File: config.mk
export PLATFORM = sky130hd
export DESIGN_NAME = mode_page_field_editor_unit
export DESIGN_NICKNAME = d
export VERILOG_FILES = /design/src/rtl/core/mpfe_pkg.sv /design/src/rtl/core/mpfe_front.sv /design/src/rtl/core/mpfe_fifo.sv /design/src/rtl/core/mpfe_back.sv /design/src/rtl/core/mode_page_field_editor_unit.sv
export SDC_FILE = /design/constraint.sdc
export NUM_CORES = 2
export LEC_CHECK = 0
export BUFFER_PORTS_ARGS = -buffer_cell sky130_fd_sc_hd__buf_2
export CAP_MARGIN = 20
export CORE_ASPECT_RATIO = 1.4
export CORE_MARGIN = 2
export CORE_UTILIZATION = 35
export DETAILED_ROUTE_END_ITERATION = 6
export HOLD_SLACK_MARGIN = 0.15
export PLACE_DENSITY = 0.52
export SYNTH_ARGS = -nofsm -noshare
export SYNTH_HDL_FRONTEND = slang
export SYNTH_MEMORY_MAX_BITS = 65536
export SYNTH_SLANG_ARGS = --single-unit
File: constraint.sdc
create_clock -name clk -period 15.2 [get_ports clk]
set_clock_uncertainty 0.05 [all_clocks]
set_input_delay 1.52 -clock clk [delete_from_list [all_inputs] [get_ports clk]]
set_output_delay 1.52 -clock clk [all_outputs]
set_load 0.01 [all_outputs]
File: src/rtl/core/mpfe_pkg.sv
// Shared types, codes and sizes for the mode page field editor.
// No dependencies; every other file in rtl/core imports this package.
`default_nettype none
package mpfe_pkg;

  localparam int PAGE_SIZE  = 256;
  localparam int PAGE_AW    = $clog2(PAGE_SIZE);
  localparam int NUM_BANKS  = 4;
  localparam int ROW_W      = PAGE_AW - 2;
  localparam int ROWS       = 1 << ROW_W;
  localparam int CMP_W      = 16;
  localparam int FIFO_DEPTH = 2;

  localparam logic [2:0] CMD_LOAD_DATA = 3'd0;
  localparam logic [2:0] CMD_LOAD_MASK = 3'd1;
  localparam logic [2:0] CMD_SET       = 3'd2;
  localparam logic [2:0] CMD_AND       = 3'd3;
  localparam logic [2:0] CMD_OR        = 3'd4;
  localparam logic [2:0] CMD_READ      = 3'd5;

  localparam logic [2:0] ST_OK     = 3'd0;
  localparam logic [2:0] ST_OFFSET = 3'd1;
  localparam logic [2:0] ST_WIDE   = 3'd2;
  localparam logic [2:0] ST_RANGE  = 3'd3;
  localparam logic [2:0] ST_LOCKED = 3'd4;

  typedef enum logic [1:0] {
    IK_DONE,
    IK_LOAD,
    IK_FIELD
  } item_kind_t;

  typedef enum logic {
    BK_IDLE,
    BK_EXEC
  } back_state_t;

  // One classified request as it sits in the queue.
  typedef struct packed {
    item_kind_t  kind;
    logic [2:0]  status;
    logic [2:0]  cmd;
    logic [7:0]  offset;
    logic        bit_field;
    logic [2:0]  nbytes;
    logic [2:0]  shift;
    logic [31:0] fmask;
    logic [31:0] operand;
  } mpfe_item_t;

  typedef struct packed {
    logic empty;
    logic full;
  } fifo_stat_t;

endpackage
`default_nettype wire

File: src/rtl/core/mpfe_front.sv
// Front end: page_length register and request classification
// (offset, range and value-width checks, invert). Uses mpfe_pkg.
`default_nettype none
module mpfe_front (
  input  wire logic              clk,
  input  wire logic              rst_n,
  input  wire logic              cfg_write_en,
  input  wire logic [8:0]        cfg_page_length,
  input  wire logic [2:0]        in_command,
  input  wire logic [7:0]        in_offset,
  input  wire logic [2:0]        in_field_size,
  input  wire logic [2:0]        in_start_bit,
  input  wire logic [3:0]        in_bit_count,
  input  wire logic              in_invert,
  input  wire logic [31:0]       in_value,
  output mpfe_pkg::mpfe_item_t   item
);
  import mpfe_pkg::*;

  logic [8:0]       page_length_r;
  logic [8:0]       page_length_nxt;
  logic [2:0]       nbytes;
  logic [CMP_W-1:0] len;
  logic [CMP_W-1:0] off_w;
  logic [CMP_W-1:0] end_w;
  logic [31:0]      fmask;
  logic             is_load;

  always_ff @(posedge clk) begin
    if (!rst_n) begin
      page_length_r <= 9'd256;
    end else begin
      page_length_r <= page_length_nxt;
    end
  end

  always_comb begin
    page_length_nxt = cfg_write_en ? cfg_page_length : page_length_r;
  end

  always_comb begin
    nbytes = (in_field_size == 3'd0) ? 3'd1 : in_field_size;
    len    = (CMP_W'(page_length_r) > CMP_W'(PAGE_SIZE)) ? CMP_W'(PAGE_SIZE)
                                                          : CMP_W'(page_length_r);
    off_w  = CMP_W'(in_offset);
    end_w  = off_w + CMP_W'(nbytes);
    if (in_field_size == 3'd0) begin
      fmask = (in_bit_count >= 4'd8) ? 32'hFF : ((32'd1 << in_bit_count) - 32'd1);
    end else begin
      case (in_field_size)
        3'd1:    fmask = 32'hFF;
        3'd2:    fmask = 32'hFFFF;
        3'd3:    fmask = 32'hFFFFFF;
        default: fmask = 32'hFFFF_FFFF;
      endcase
    end
    is_load = in_command inside {CMD_LOAD_DATA, CMD_LOAD_MASK};

    item.kind      = IK_DONE;
    item.status    = ST_OK;
    item.cmd       = in_command;
    item.offset    = in_offset;
    item.bit_field = (in_field_size == 3'd0);
    item.nbytes    = nbytes;
    item.shift     = in_start_bit;
    item.fmask     = fmask;
    item.operand   = in_value;

    if (is_load) begin
      if (off_w >= CMP_W'(PAGE_SIZE)) begin
        item.status = ST_OFFSET;
      end else begin
        item.kind    = IK_LOAD;
        item.operand = {24'd0, in_value[7:0]};
      end
    end else if (in_command > CMD_READ) begin
      item.status = ST_OK;  // unknown code: empty answer
    end else if (off_w >= len || (in_field_size <= 3'd4 && end_w > len)) begin
      item.status = ST_OFFSET;
    end else if (in_field_size > 3'd4 ||
                 (in_field_size == 3'd0 &&
                  (in_bit_count > 4'd8 ||
                   5'(in_start_bit) + 5'(in_bit_count) > 5'd8))) begin
      item.status = ST_RANGE;
    end else if (in_command != CMD_READ && in_value > fmask) begin
      item.status = ST_WIDE;
    end else begin
      item.kind = IK_FIELD;
      if (in_invert && in_command != CMD_READ) begin
        item.operand = ~in_value & fmask;
      end
    end
  end

endmodule
`default_nettype wire

File: src/rtl/core/mpfe_fifo.sv
// Two-entry request queue between front and back end.
// Uses mpfe_pkg for the item and status types.
`default_nettype none
module mpfe_fifo (
  input  wire logic                 clk,
  input  wire logic                 rst_n,
  input  wire logic                 push,
  input  wire mpfe_pkg::mpfe_item_t push_item,
  input  wire logic                 pop,
  output mpfe_pkg::mpfe_item_t      head_item,
  output mpfe_pkg::fifo_stat_t      stat
);
  import mpfe_pkg::*;

  mpfe_item_t  slot_r [FIFO_DEPTH];
  logic [1:0]  count_r;
  logic [1:0]  count_nxt;
  logic        wr_ptr_r;
  logic        wr_ptr_nxt;
  logic        rd_ptr_r;
  logic        rd_ptr_nxt;

  always_ff @(posedge clk) begin
    if (!rst_n) begin
      count_r  <= 2'd0;
      wr_ptr_r <= 1'b0;
      rd_ptr_r <= 1'b0;
    end else begin
      count_r  <= count_nxt;
      wr_ptr_r <= wr_ptr_nxt;
      rd_ptr_r <= rd_ptr_nxt;
    end
  end

  always_ff @(posedge clk) begin
    if (push) begin
      slot_r[wr_ptr_r] <= push_item;
    end
  end

  always_comb begin
    wr_ptr_nxt = push ? ~wr_ptr_r : wr_ptr_r;
    rd_ptr_nxt = pop ? ~rd_ptr_r : rd_ptr_r;
    count_nxt  = count_r + 2'(push) - 2'(pop);
    head_item  = slot_r[rd_ptr_r];
    stat.empty = (count_r == 2'd0);
    stat.full  = (count_r == 2'(FIFO_DEPTH));
  end

  a_count_bound: assert property (@(posedge clk) disable iff (!rst_n)
    count_r <= 2'(FIFO_DEPTH))
    else $error("queue count out of range");

  a_no_overflow: assert property (@(posedge clk) disable iff (!rst_n)
    push |-> !stat.full)
    else $error("push into full queue");

  a_count_track: assert property (@(posedge clk) disable iff (!rst_n)
    (pop && !push) |=> count_r == $past(count_r) - 2'd1)
    else $error("queue count did not drop on pop");

endmodule
`default_nettype wire

File: src/rtl/core/mpfe_back.sv
// Back end: byte-banked page and mask memories, read-modify-write of
// fields and loads, result register. Uses mpfe_pkg.
`default_nettype none
module mpfe_back (
  input  wire logic                 clk,
  input  wire logic                 rst_n,
  input  wire mpfe_pkg::mpfe_item_t head_item,
  input  wire mpfe_pkg::fifo_stat_t fifo_stat,
  output logic                      pop,
  output logic                      out_strobe,
  output logic [2:0]                out_status,
  output logic [31:0]               out_old_value,
  output logic [31:0]               out_new_value
);
  import mpfe_pkg::*;

  logic [7:0]       page_mem [NUM_BANKS][ROWS];
  logic [7:0]       mask_mem [NUM_BANKS][ROWS];
  logic [7:0]       page_rd_r [NUM_BANKS];
  logic [7:0]       mask_rd_r [NUM_BANKS];

  back_state_t      state_r;
  back_state_t      state_nxt;
  logic             out_strobe_r;
  logic             out_strobe_nxt;
  logic [2:0]       out_status_r;
  logic [2:0]       out_status_nxt;
  logic [31:0]      out_old_r;
  logic [31:0]      out_old_nxt;
  logic [31:0]      out_new_r;
  logic [31:0]      out_new_nxt;

  logic [1:0]       bank_idx [NUM_BANKS];
  logic [ROW_W-1:0] row      [NUM_BANKS];
  logic [CMP_W-1:0] addr     [NUM_BANKS];
  logic [7:0]       page_byte [NUM_BANKS];
  logic [7:0]       mask_byte [NUM_BANKS];
  logic [7:0]       wbyte     [NUM_BANKS];
  logic             page_we  [NUM_BANKS];
  logic             mask_we  [NUM_BANKS];
  logic [7:0]       wdata    [NUM_BANKS];
  logic [31:0]      be_page;
  logic [31:0]      be_mask;
  logic [31:0]      old_v;
  logic [31:0]      cm_v;
  logic [31:0]      new_v;
  logic [31:0]      aligned;
  logic [7:0]       bm;
  logic [7:0]       bit_byte;
  logic             is_mask;
  logic             do_write;
  logic [2:0]       res_status;
  logic [31:0]      res_old;
  logic [31:0]      res_new;

  // Byte i of the field (i = 0 most significant) lives in bank offset+i.
  always_comb begin
    for (int b = 0; b < NUM_BANKS; b++) begin
      bank_idx[b] = 2'(2'(b) - head_item.offset[1:0]);
      addr[b]     = CMP_W'(head_item.offset) + CMP_W'(bank_idx[b]);
      row[b]      = addr[b][PAGE_AW-1:2];
    end
    for (int i = 0; i < NUM_BANKS; i++) begin
      page_byte[i] = page_rd_r[2'(head_item.offset[1:0] + 2'(i))];
      mask_byte[i] = mask_rd_r[2'(head_item.offset[1:0] + 2'(i))];
    end
    be_page = {page_byte[0], page_byte[1], page_byte[2], page_byte[3]};
    be_mask = {mask_byte[0], mask_byte[1], mask_byte[2], mask_byte[3]};
  end

  // Field evaluation
  always_comb begin
    if (head_item.bit_field) begin
      old_v = 32'(page_byte[0] >> head_item.shift) & head_item.fmask;
      cm_v  = 32'(mask_byte[0] >> head_item.shift) & head_item.fmask;
    end else begin
      case (head_item.nbytes)
        3'd1:    begin old_v = be_page >> 24; cm_v = be_mask >> 24; end
        3'd2:    begin old_v = be_page >> 16; cm_v = be_mask >> 16; end
        3'd3:    begin old_v = be_page >> 8;  cm_v = be_mask >> 8;  end
        default: begin old_v = be_page;       cm_v = be_mask;       end
      endcase
    end

    case (head_item.cmd)
      CMD_SET: new_v = head_item.operand;
      CMD_AND: new_v = old_v & head_item.operand;
      default: new_v = old_v | head_item.operand;
    endcase
    new_v = new_v & head_item.fmask;

    bm       = 8'(head_item.fmask << head_item.shift);
    bit_byte = (page_byte[0] & ~bm) | (8'(new_v << head_item.shift) & bm);

    if (head_item.bit_field) begin
      aligned = {bit_byte, 24'd0};
    end else begin
      case (head_item.nbytes)
        3'd1:    aligned = new_v << 24;
        3'd2:    aligned = new_v << 16;
        3'd3:    aligned = new_v << 8;
        default: aligned = new_v;
      endcase
    end
    for (int i = 0; i < NUM_BANKS; i++) begin
      wbyte[i] = aligned[31 - 8 * i -: 8];
    end

    is_mask  = (head_item.cmd == CMD_LOAD_MASK);
    do_write = 1'b0;
    if (head_item.kind == IK_LOAD) begin
      res_status = ST_OK;
      res_old    = {24'd0, is_mask ? mask_byte[0] : page_byte[0]};
      res_new    = head_item.operand;
    end else if (head_item.cmd == CMD_READ) begin
      res_status = ST_OK;
      res_old    = old_v;
      res_new    = old_v;
    end else if (cm_v == 32'd0) begin
      res_status = ST_LOCKED;
      res_old    = old_v;
      res_new    = old_v;
    end else begin
      res_status = ST_OK;
      res_old    = old_v;
      res_new    = new_v;
      do_write   = 1'b1;
    end
  end

  // Write ports, active only in the execute cycle
  always_comb begin
    for (int b = 0; b < NUM_BANKS; b++) begin
      if (head_item.kind == IK_LOAD) begin
        wdata[b]   = head_item.operand[7:0];
        page_we[b] = (state_r == BK_EXEC) && !is_mask && (bank_idx[b] == 2'd0);
        mask_we[b] = (state_r == BK_EXEC) && is_mask && (bank_idx[b] == 2'd0);
      end else begin
        wdata[b]   = wbyte[bank_idx[b]];
        page_we[b] = (state_r == BK_EXEC) && do_write &&
                     (3'(bank_idx[b]) < head_item.nbytes);
        mask_we[b] = 1'b0;
      end
    end
  end

  always_ff @(posedge clk) begin
    for (int b = 0; b < NUM_BANKS; b++) begin
      if (page_we[b]) begin
        page_mem[b][row[b]] <= wdata[b];
      end
      if (mask_we[b]) begin
        mask_mem[b][row[b]] <= wdata[b];
      end
      page_rd_r[b] <= page_mem[b][row[b]];
      mask_rd_r[b] <= mask_mem[b][row[b]];
    end
  end

  always_ff @(posedge clk) begin
    if (!rst_n) begin
      state_r      <= BK_IDLE;
      out_strobe_r <= 1'b0;
    end else begin
      state_r      <= state_nxt;
      out_strobe_r <= out_strobe_nxt;
    end
  end

  always_ff @(posedge clk) begin
    out_status_r <= out_status_nxt;
    out_old_r    <= out_old_nxt;
    out_new_r    <= out_new_nxt;
  end

  always_comb begin
    state_nxt      = state_r;
    pop            = 1'b0;
    out_strobe_nxt = 1'b0;
    out_status_nxt = out_status_r;
    out_old_nxt    = out_old_r;
    out_new_nxt    = out_new_r;
    case (state_r)
      BK_IDLE: begin
        if (!fifo_stat.empty) begin
          if (head_item.kind == IK_DONE) begin
            pop            = 1'b1;
            out_strobe_nxt = 1'b1;
            out_status_nxt = head_item.status;
            out_old_nxt    = 32'd0;
            out_new_nxt    = 32'd0;
          end else begin
            state_nxt = BK_EXEC;  // memory read issued this cycle
          end
        end
      end
      BK_EXEC: begin
        pop            = 1'b1;
        out_strobe_nxt = 1'b1;
        out_status_nxt = res_status;
        out_old_nxt    = res_old;
        out_new_nxt    = res_new;
        state_nxt      = BK_IDLE;
      end
      default: begin
        state_nxt = BK_IDLE;
      end
    endcase
  end

  assign out_strobe    = out_strobe_r;
  assign out_status    = out_status_r;
  assign out_old_value = out_old_r;
  assign out_new_value = out_new_r;

  a_exec_one_cycle: assert property (@(posedge clk) disable iff (!rst_n)
    state_r == BK_EXEC |=> state_r == BK_IDLE)
    else $error("execute state held");

  a_exec_answers: assert property (@(posedge clk) disable iff (!rst_n)
    state_r == BK_EXEC |=> out_strobe_r)
    else $error("execute cycle gave no result");

  a_pop_nonempty: assert property (@(posedge clk) disable iff (!rst_n)
    pop |-> !fifo_stat.empty)
    else $error("pop from empty queue");

endmodule
`default_nettype wire

File: src/rtl/core/mode_page_field_editor_unit.sv
// Top level of the mode page field editor: front end, request queue and
// back end. Depends on mpfe_pkg, mpfe_front, mpfe_fifo and mpfe_back.
//
// Usage
//   Requests: drive in_* and raise start; a request is taken at a clock
//   edge where start is high and busy is low. busy is high while the
//   two-entry request queue is full.
//   Results: one result per request, in request order, shown for exactly
//   one cycle with out_strobe high. The receiver cannot stall; results are
//   never held back.
//   Config: cfg_write_en with cfg_page_length writes page_length; write it
//   only while no request is in flight.
// Timing
//   Loads and field requests pass the back-end states idle, which issues
//   the banked memory read, and execute, which does modify, write-back and
//   result. No request leaves the queue before the current one has its
//   result; the queue accepts requests until full. Rejected and unknown
//   requests are answered from idle with no memory read. out_strobe follows
//   the queue, memory read and result registers; rejected ones skip the read.
// Reset
//   rst_n is synchronous, active low. It empties the queue, idles the back
//   end and sets page_length to 256. Page and mask contents are undefined
//   until loaded; there is no clearing pass.
`default_nettype none
module mode_page_field_editor_unit (
  input  wire logic        clk,
  input  wire logic        rst_n,
  // configuration
  input  wire logic        cfg_write_en,
  input  wire logic [8:0]  cfg_page_length,
  // request channel
  input  wire logic        start,
  output logic             busy,
  input  wire logic [2:0]  in_command,
  input  wire logic [7:0]  in_offset,
  input  wire logic [2:0]  in_field_size,
  input  wire logic [2:0]  in_start_bit,
  input  wire logic [3:0]  in_bit_count,
  input  wire logic        in_invert,
  input  wire logic [31:0] in_value,
  // result channel
  output logic             out_strobe,
  output logic [2:0]       out_status,
  output logic [31:0]      out_old_value,
  output logic [31:0]      out_new_value
);
  import mpfe_pkg::*;

  mpfe_item_t front_item;
  mpfe_item_t head_item;
  fifo_stat_t fifo_stat;
  logic       push;
  logic       pop;

  // Classification is combinational; the queue register is the boundary.
  mpfe_front u_front (
    .clk             (clk),
    .rst_n           (rst_n),
    .cfg_write_en    (cfg_write_en),
    .cfg_page_length (cfg_page_length),
    .in_command      (in_command),
    .in_offset       (in_offset),
    .in_field_size   (in_field_size),
    .in_start_bit    (in_start_bit),
    .in_bit_count    (in_bit_count),
    .in_invert       (in_invert),
    .in_value        (in_value),
    .item            (front_item)
  );

  assign busy = fifo_stat.full;
  assign push = start && !busy;

  mpfe_fifo u_fifo (
    .clk       (clk),
    .rst_n     (rst_n),
    .push      (push),
    .push_item (front_item),
    .pop       (pop),
    .head_item (head_item),
    .stat      (fifo_stat)
  );

  // Back end owns the banked memories and the result register.
  mpfe_back u_back (
    .clk           (clk),
    .rst_n         (rst_n),
    .head_item     (head_item),
    .fifo_stat     (fifo_stat),
    .pop           (pop),
    .out_strobe    (out_strobe),
    .out_status    (out_status),
    .out_old_value (out_old_value),
    .out_new_value (out_new_value)
  );

endmodule
`default_nettype wire

# Word level (Yosys, flattened, before mapping)
# Memory sizes are Yosys's and may differ from the RTL's. A register that Yosys moved wholly into a read port is not among the register bits.
# Cells that the tools add are included.
[totals] ff_bits=82 mem_bits_rw=4334 elab_cells=279 n_memories=5
[op_classes] add_sub_neg=16 order_cmp=26 n_eq_ne=16 n_shift=5 n_mux=137 n_bitwise=22 n_reduce_logical=43
[mem_list] name="u_back.mask_mem" depth=4 width=512 read_ports=4 rd_ports_with_merged_regs=0 write_ports=1 line="mpfe_back.sv:18" rtl="logic [7:0] mask_mem [NUM_BANKS][ROWS];"
[mem_list] name="u_back.page_mem" depth=4 width=512 read_ports=4 rd_ports_with_merged_regs=0 write_ports=4 line="mpfe_back.sv:17" rtl="logic [7:0] page_mem [NUM_BANKS][ROWS];"
[mem_list] name="u_fifo.slot_r" depth=2 width=87 read_ports=1 rd_ports_with_merged_regs=1 write_ports=1 line="mpfe_fifo.sv:15" rtl="mpfe_item_t slot_r [FIFO_DEPTH];"
[mem_list] name="u_back.mask_rd_r" depth=4 width=8 read_ports=4 rd_ports_with_merged_regs=0 write_ports=4 line="mpfe_back.sv:20" rtl="logic [7:0] mask_rd_r [NUM_BANKS];"
[mem_list] name="u_back.page_rd_r" depth=4 width=8 read_ports=4 rd_ports_with_merged_regs=0 write_ports=4 line="mpfe_back.sv:19" rtl="logic [7:0] page_rd_r [NUM_BANKS];"
[op_table] operator="$mux 512" n=14
[op_table] operator="$reduce_or 512->1" n=3
[op_table] operator="$mux 32" n=17
[op_table] operator="$bmux 8 s6" n=8
[op_table] operator="$pmux 32 s3" n=4
[op_table] operator="$mux 8" n=33
[op_table] operator="$demux 8 s6" n=4
[op_table] operator="$pmux 32 s2" n=3
[op_table] operator="$and 32x32->32" n=5
[op_table] operator="$bmux 8 s2" n=4
[op_table] operator="$shl 32x3->8" n=2
[op_table] operator="$shr 8x3->32" n=2
[op_table] operator="$add 8x2->8" n=4
[op_table] operator="$gt 32x32->1" n=1
[op_table] operator="$logic_not 32->1" n=1
[op_table] operator="$not 32->32" n=1
[op_table] operator="$or 32x32->32" n=1
[op_table] operator="$shl 1x4->32 const A" n=1
[op_table] operator="$sub 32x1->32 const B" n=1
[op_table] operator="$mux 3" n=10
[op_table] operator="$ge 7x7->1 const B" n=4
[op_table] operator="$lt 7x1->1 const B" n=4
[op_table] operator="$not 6->7" n=4
[op_table] operator="$mux 1" n=27
[op_table] operator="other kinds (42)" n=107

# Longest topological paths before layout
# An unclocked memory read counts as a cell.
[logic_depth] depth_word=18 depth_mapped=22 mapped_depth_nobuf=18

# Cells and area by module
# From an unflattened synthesis, not the netlist that was laid out.
[unflattened] cells_unflattened=11650 area_unflattened_um2=177298.8
[modules_own_cells] mod="mpfe_back" n_inst=1 cells_each=10868 area_per_inst_um2=167112.8
[modules_own_cells] mod="mpfe_fifo" n_inst=1 cells_each=292 area_per_inst_um2=6623.9
[modules_own_cells] mod="mpfe_front" n_inst=1 cells_each=489 area_per_inst_um2=3548.4
[modules_own_cells] mod="mode_page_field_editor_unit" n_inst=1 cells_each=1 area_per_inst_um2=13.8

# Least setup slack after synthesis
# OpenSTA, ideal clock, no wires.
[synth_timing] path_type="register to register" from="register with a tool-made name" to="memory u_back.mask_mem[0][107] (netlist name) (data pin)" setup_time_ps=1795 arrival_ps=12875 setup_slack_ps=480 stages_incl_launch_ff=22 path_buffers=9 period_less_slack_ps=14720 path_cell_list="dfxtp_1 mux2i_4 buf_6 buf_12 buf_4 buf_4 clkbuf_1 clkbuf_1 clkbuf_1 ha_1 inv_1 clkbuf_1 mux4_2 nand3_1 o2111ai_1 o21ai_0 clkbuf_1 nand2_1 o21ai_0 o31ai_1 a22oi_1 o311ai_0"
[synth_lines] item="to (decl)" line="mpfe_back.sv:18"

==> metrics.cfg <==
[floorplan]
io_pins=136
dieArea_um2=515000
num_rows=310
initial_utilization=0.351
core-area_um2=508000
fp.dieH_um=848
die_w_um=607

[timing]
max_freq_mhz=136
fin_crit_ps=7370
slew_violations=0
finalCritPeriodShare=0.485
tightest_slew_ps=1250
finalSetupViolCount=0
relSlewSlack=0.162
hold_viol=0
rsz0062_at_grt=false
tns_ps=0

[synth]
syn_nets=12116
ys_ff_latch=4415
synth.most_common_cell=edfxtp_1
synth.largest_area_cell=edfxtp_1
yosysWarningCount=0
synthFlopType=edfxtp_1
synth_area_um2=178000
synth_common_cells=edfxtp_1, nand2_1, a21oi_1, nor2_1, clkbuf_1
seq_area_frac_synth=0.740
synth_cells=11946
ys_async_sr_fraction=0
yosys.cell_types.count=105
synth_area_leaders=edfxtp_1, nand2_1, a21oi_1, mux4_2, mux2i_1
synth_edf_count=4335
yosysTopAreaCellShare=0.731
syn_area_per_cell_um2=14.9

[job]
max-cap-violations=0

[setup_path]
critPathTopFamily=compound AO/OA/AOI/OAI gates
crit_path_top_delay_cell=o221ai_4
rr_worst_depth=15
cp-start-kind=flop
cp-end-kind=flop
cp_max_fo=98
crit_required_ps=15810
cp_num_buf_inv=5
path_common_cell=buf_4
reg2reg_slack_ps=7830
slowest_delay_ps=900
path_class=flop to flop
crit_chain=mux2i_4 -> buf_4 -> ha_1 -> buf_4 -> inv_1 -> buf_4 -> mux4_2 -> nand2_1 -> o2111a_1 -> a21oi_1 -> a22oi_1 -> a211oi_1 -> a31oi_1 -> o221ai_4 -> buf_4
reg2reg_to=u_back.page_mem[0][218]
worstPathArrival_ps=7980

[clock_tree]
clock_sinks=4415
clk_pin_slew_worst_paths_ps=60
numCtsBuffers=416
hold_buffers=0
clockBufferDepth=4
post_cts_buffers=0
root_buffer=clkbuf_16
cts_tree=built
insertion_delay_ps=1070
h-tree-depth=5
cts-resized-gates=0

[run_status]
violations=DRC
status=complete, but fails checks

[power]
peakVddDrop_uv=303
power.leakage_nw=64.1
p_sw_frac=0.414
p_sw_mw=19.6
p_int_mw=27.7
pwr-share-seq=0.374
clkPwrFrac=0.228
power_density_nw_per_um2=233
p_comb_frac=0.397

[grt]
antenna_found_initial=72
grt_pass1_vias=109525
grtUsageTotal=0.236
grt-ovfl-total=0
grt_max_degree=133
grt_pass1_wl_mm=869

[hold_path]
min_to=u_front.page_length_r[0]
whs_path_depth=2
worstHoldStart=u_front.page_length_r[0]
hp-class=flop to flop

[detailed_routing]
dr.pass1.iters=7
wl_mm=626
viasPerCell=5.87
drtIter0Drc=13343
wl_per_cell_um=32.6
final_antenna_net_count=0
num_vias=112786
drc=18

[final_layout]
multi_input_area_um2=44000
fin_util=0.399
syn_to_final_growth_pct=13.7
finalNetCount=12241
nFillCells=46701
drive_gt1_frac=0.131
finalNonFillerCells=19213
final-seq-area_um2=132000

[placed_design]
hpwl_mm=387
globalplace.congestion=0.956
dp.cells=18355
numPortBuffers=135

## power by group through the flow
| stage | registers [mW] | clock network, mW | logic [mW] |
|---|---|---|---|
| floorplan | 18.6 | 0 | 9.73 |
| global placement | 17.9 | 0 | 18.5 |
| detailed placement | 17.9 | 0 | 18.6 |
| CTS | 17.7 | 10.9 | 18.7 |
| global route | 17.7 | 11.3 | 19.6 |
| finish | 17.7 | 10.8 | 18.8 |
## layer usage
layer	GRT usage	share of wire
met1	0.296	0.38
met2	0.397	0.49
met3	0.0376	0.074
met4	0.117	0.055
met5	0	0.00030
## layout by cell type (no fill, tap or decap), types with 253 or more instances in the layout
cell type	instances
nand2_1	1495
mux2i_1	275
nor2_1	660
a22oi_1	282
a21oi_1	1047
o21ai_0	363
edfxtp_1	4335
clkbuf_16	419
a221oi_1	253
buf_4	350
## final cells by class
cell class                      instances  area share
Sequential cell                      4415       0.651
Multi-Input combinational cell       6616       0.217
Clock buffer                          550      0.0555
Tap cell                             6708      0.0414
Timing Repair Buffer                  516      0.0189
Clock inverter                        225      0.0131
Inverter                              106     0.00199
Antenna cell                           77    0.000951
## registers in the layout, indices dropped and copies added (netlist names), 2 cells and up, named ones only
signal / cells
u_back.page_mem: 2048
u_front.page_length_r: 9
u_back.mask_mem: 2048
u_back.mask_rd_r: 32
u_fifo.slot_r: 172
u_back.out_new_value: 32
u_back.out_status: 3
u_fifo.count_r: 2
u_back.out_old_value: 32
u_back.page_rd_r: 32
## worst max path at each step
| stage | from | to | depth (start not counted) |
|---|---|---|---|
| floorplan | flop | u_back.mask_mem[0][107] | 21 |
| global placement | flop | u_back.page_rd_r[2][3] | 14 |
| detailed placement | flop | u_back.page_rd_r[2][3] | 14 |
| CTS | flop | u_back.mask_mem[0][258] | 15 |
| global route | flop | u_back.page_mem[0][458] | 15 |
| finish | flop | u_back.page_mem[0][218] | 15 |
## metrics by stage
stage / setup slack [ps] / power, mW / instance area (µm²) / hold slack (ps)
finish: 7830 / 47.2 / 203000 / 462
global route: 7360 / 48.6 / 202000 / 515
CTS: 8020 / 47.3 / 202000 / 468
detailed placement: 7990 / 36.6 / 188000 / 455
global placement: 7950 / 36.4 / 188000 / 439
floorplan: 480 / 28.3 / 178000 / 424
## kinds of logic (layout without fill, tap and decap cells)
group | Yosys count | after routing | share of synthesized area
muxes | 553 | 553 | 0.0464
DFF | 4415 | 4415 | 0.740
other | 0 | 77 | 0
and+or+nand+nor | 2794 | 2794 | 0.0651
buffers and inverters | 915 | 1397 | 0.0211
adders and majority gates | 103 | 103 | 0.00732
AOI/OAI and AO/OA | 3121 | 3121 | 0.118
xor gates and xnor gates | 45 | 45 | 0.00242
## worst min-delay path, cell delays in order, from the launching register on
cell     delay (ps)
dfxtp_1         320
mux2i_1          60
nor2b_1          90
Power figures use the tool's default switching activity.
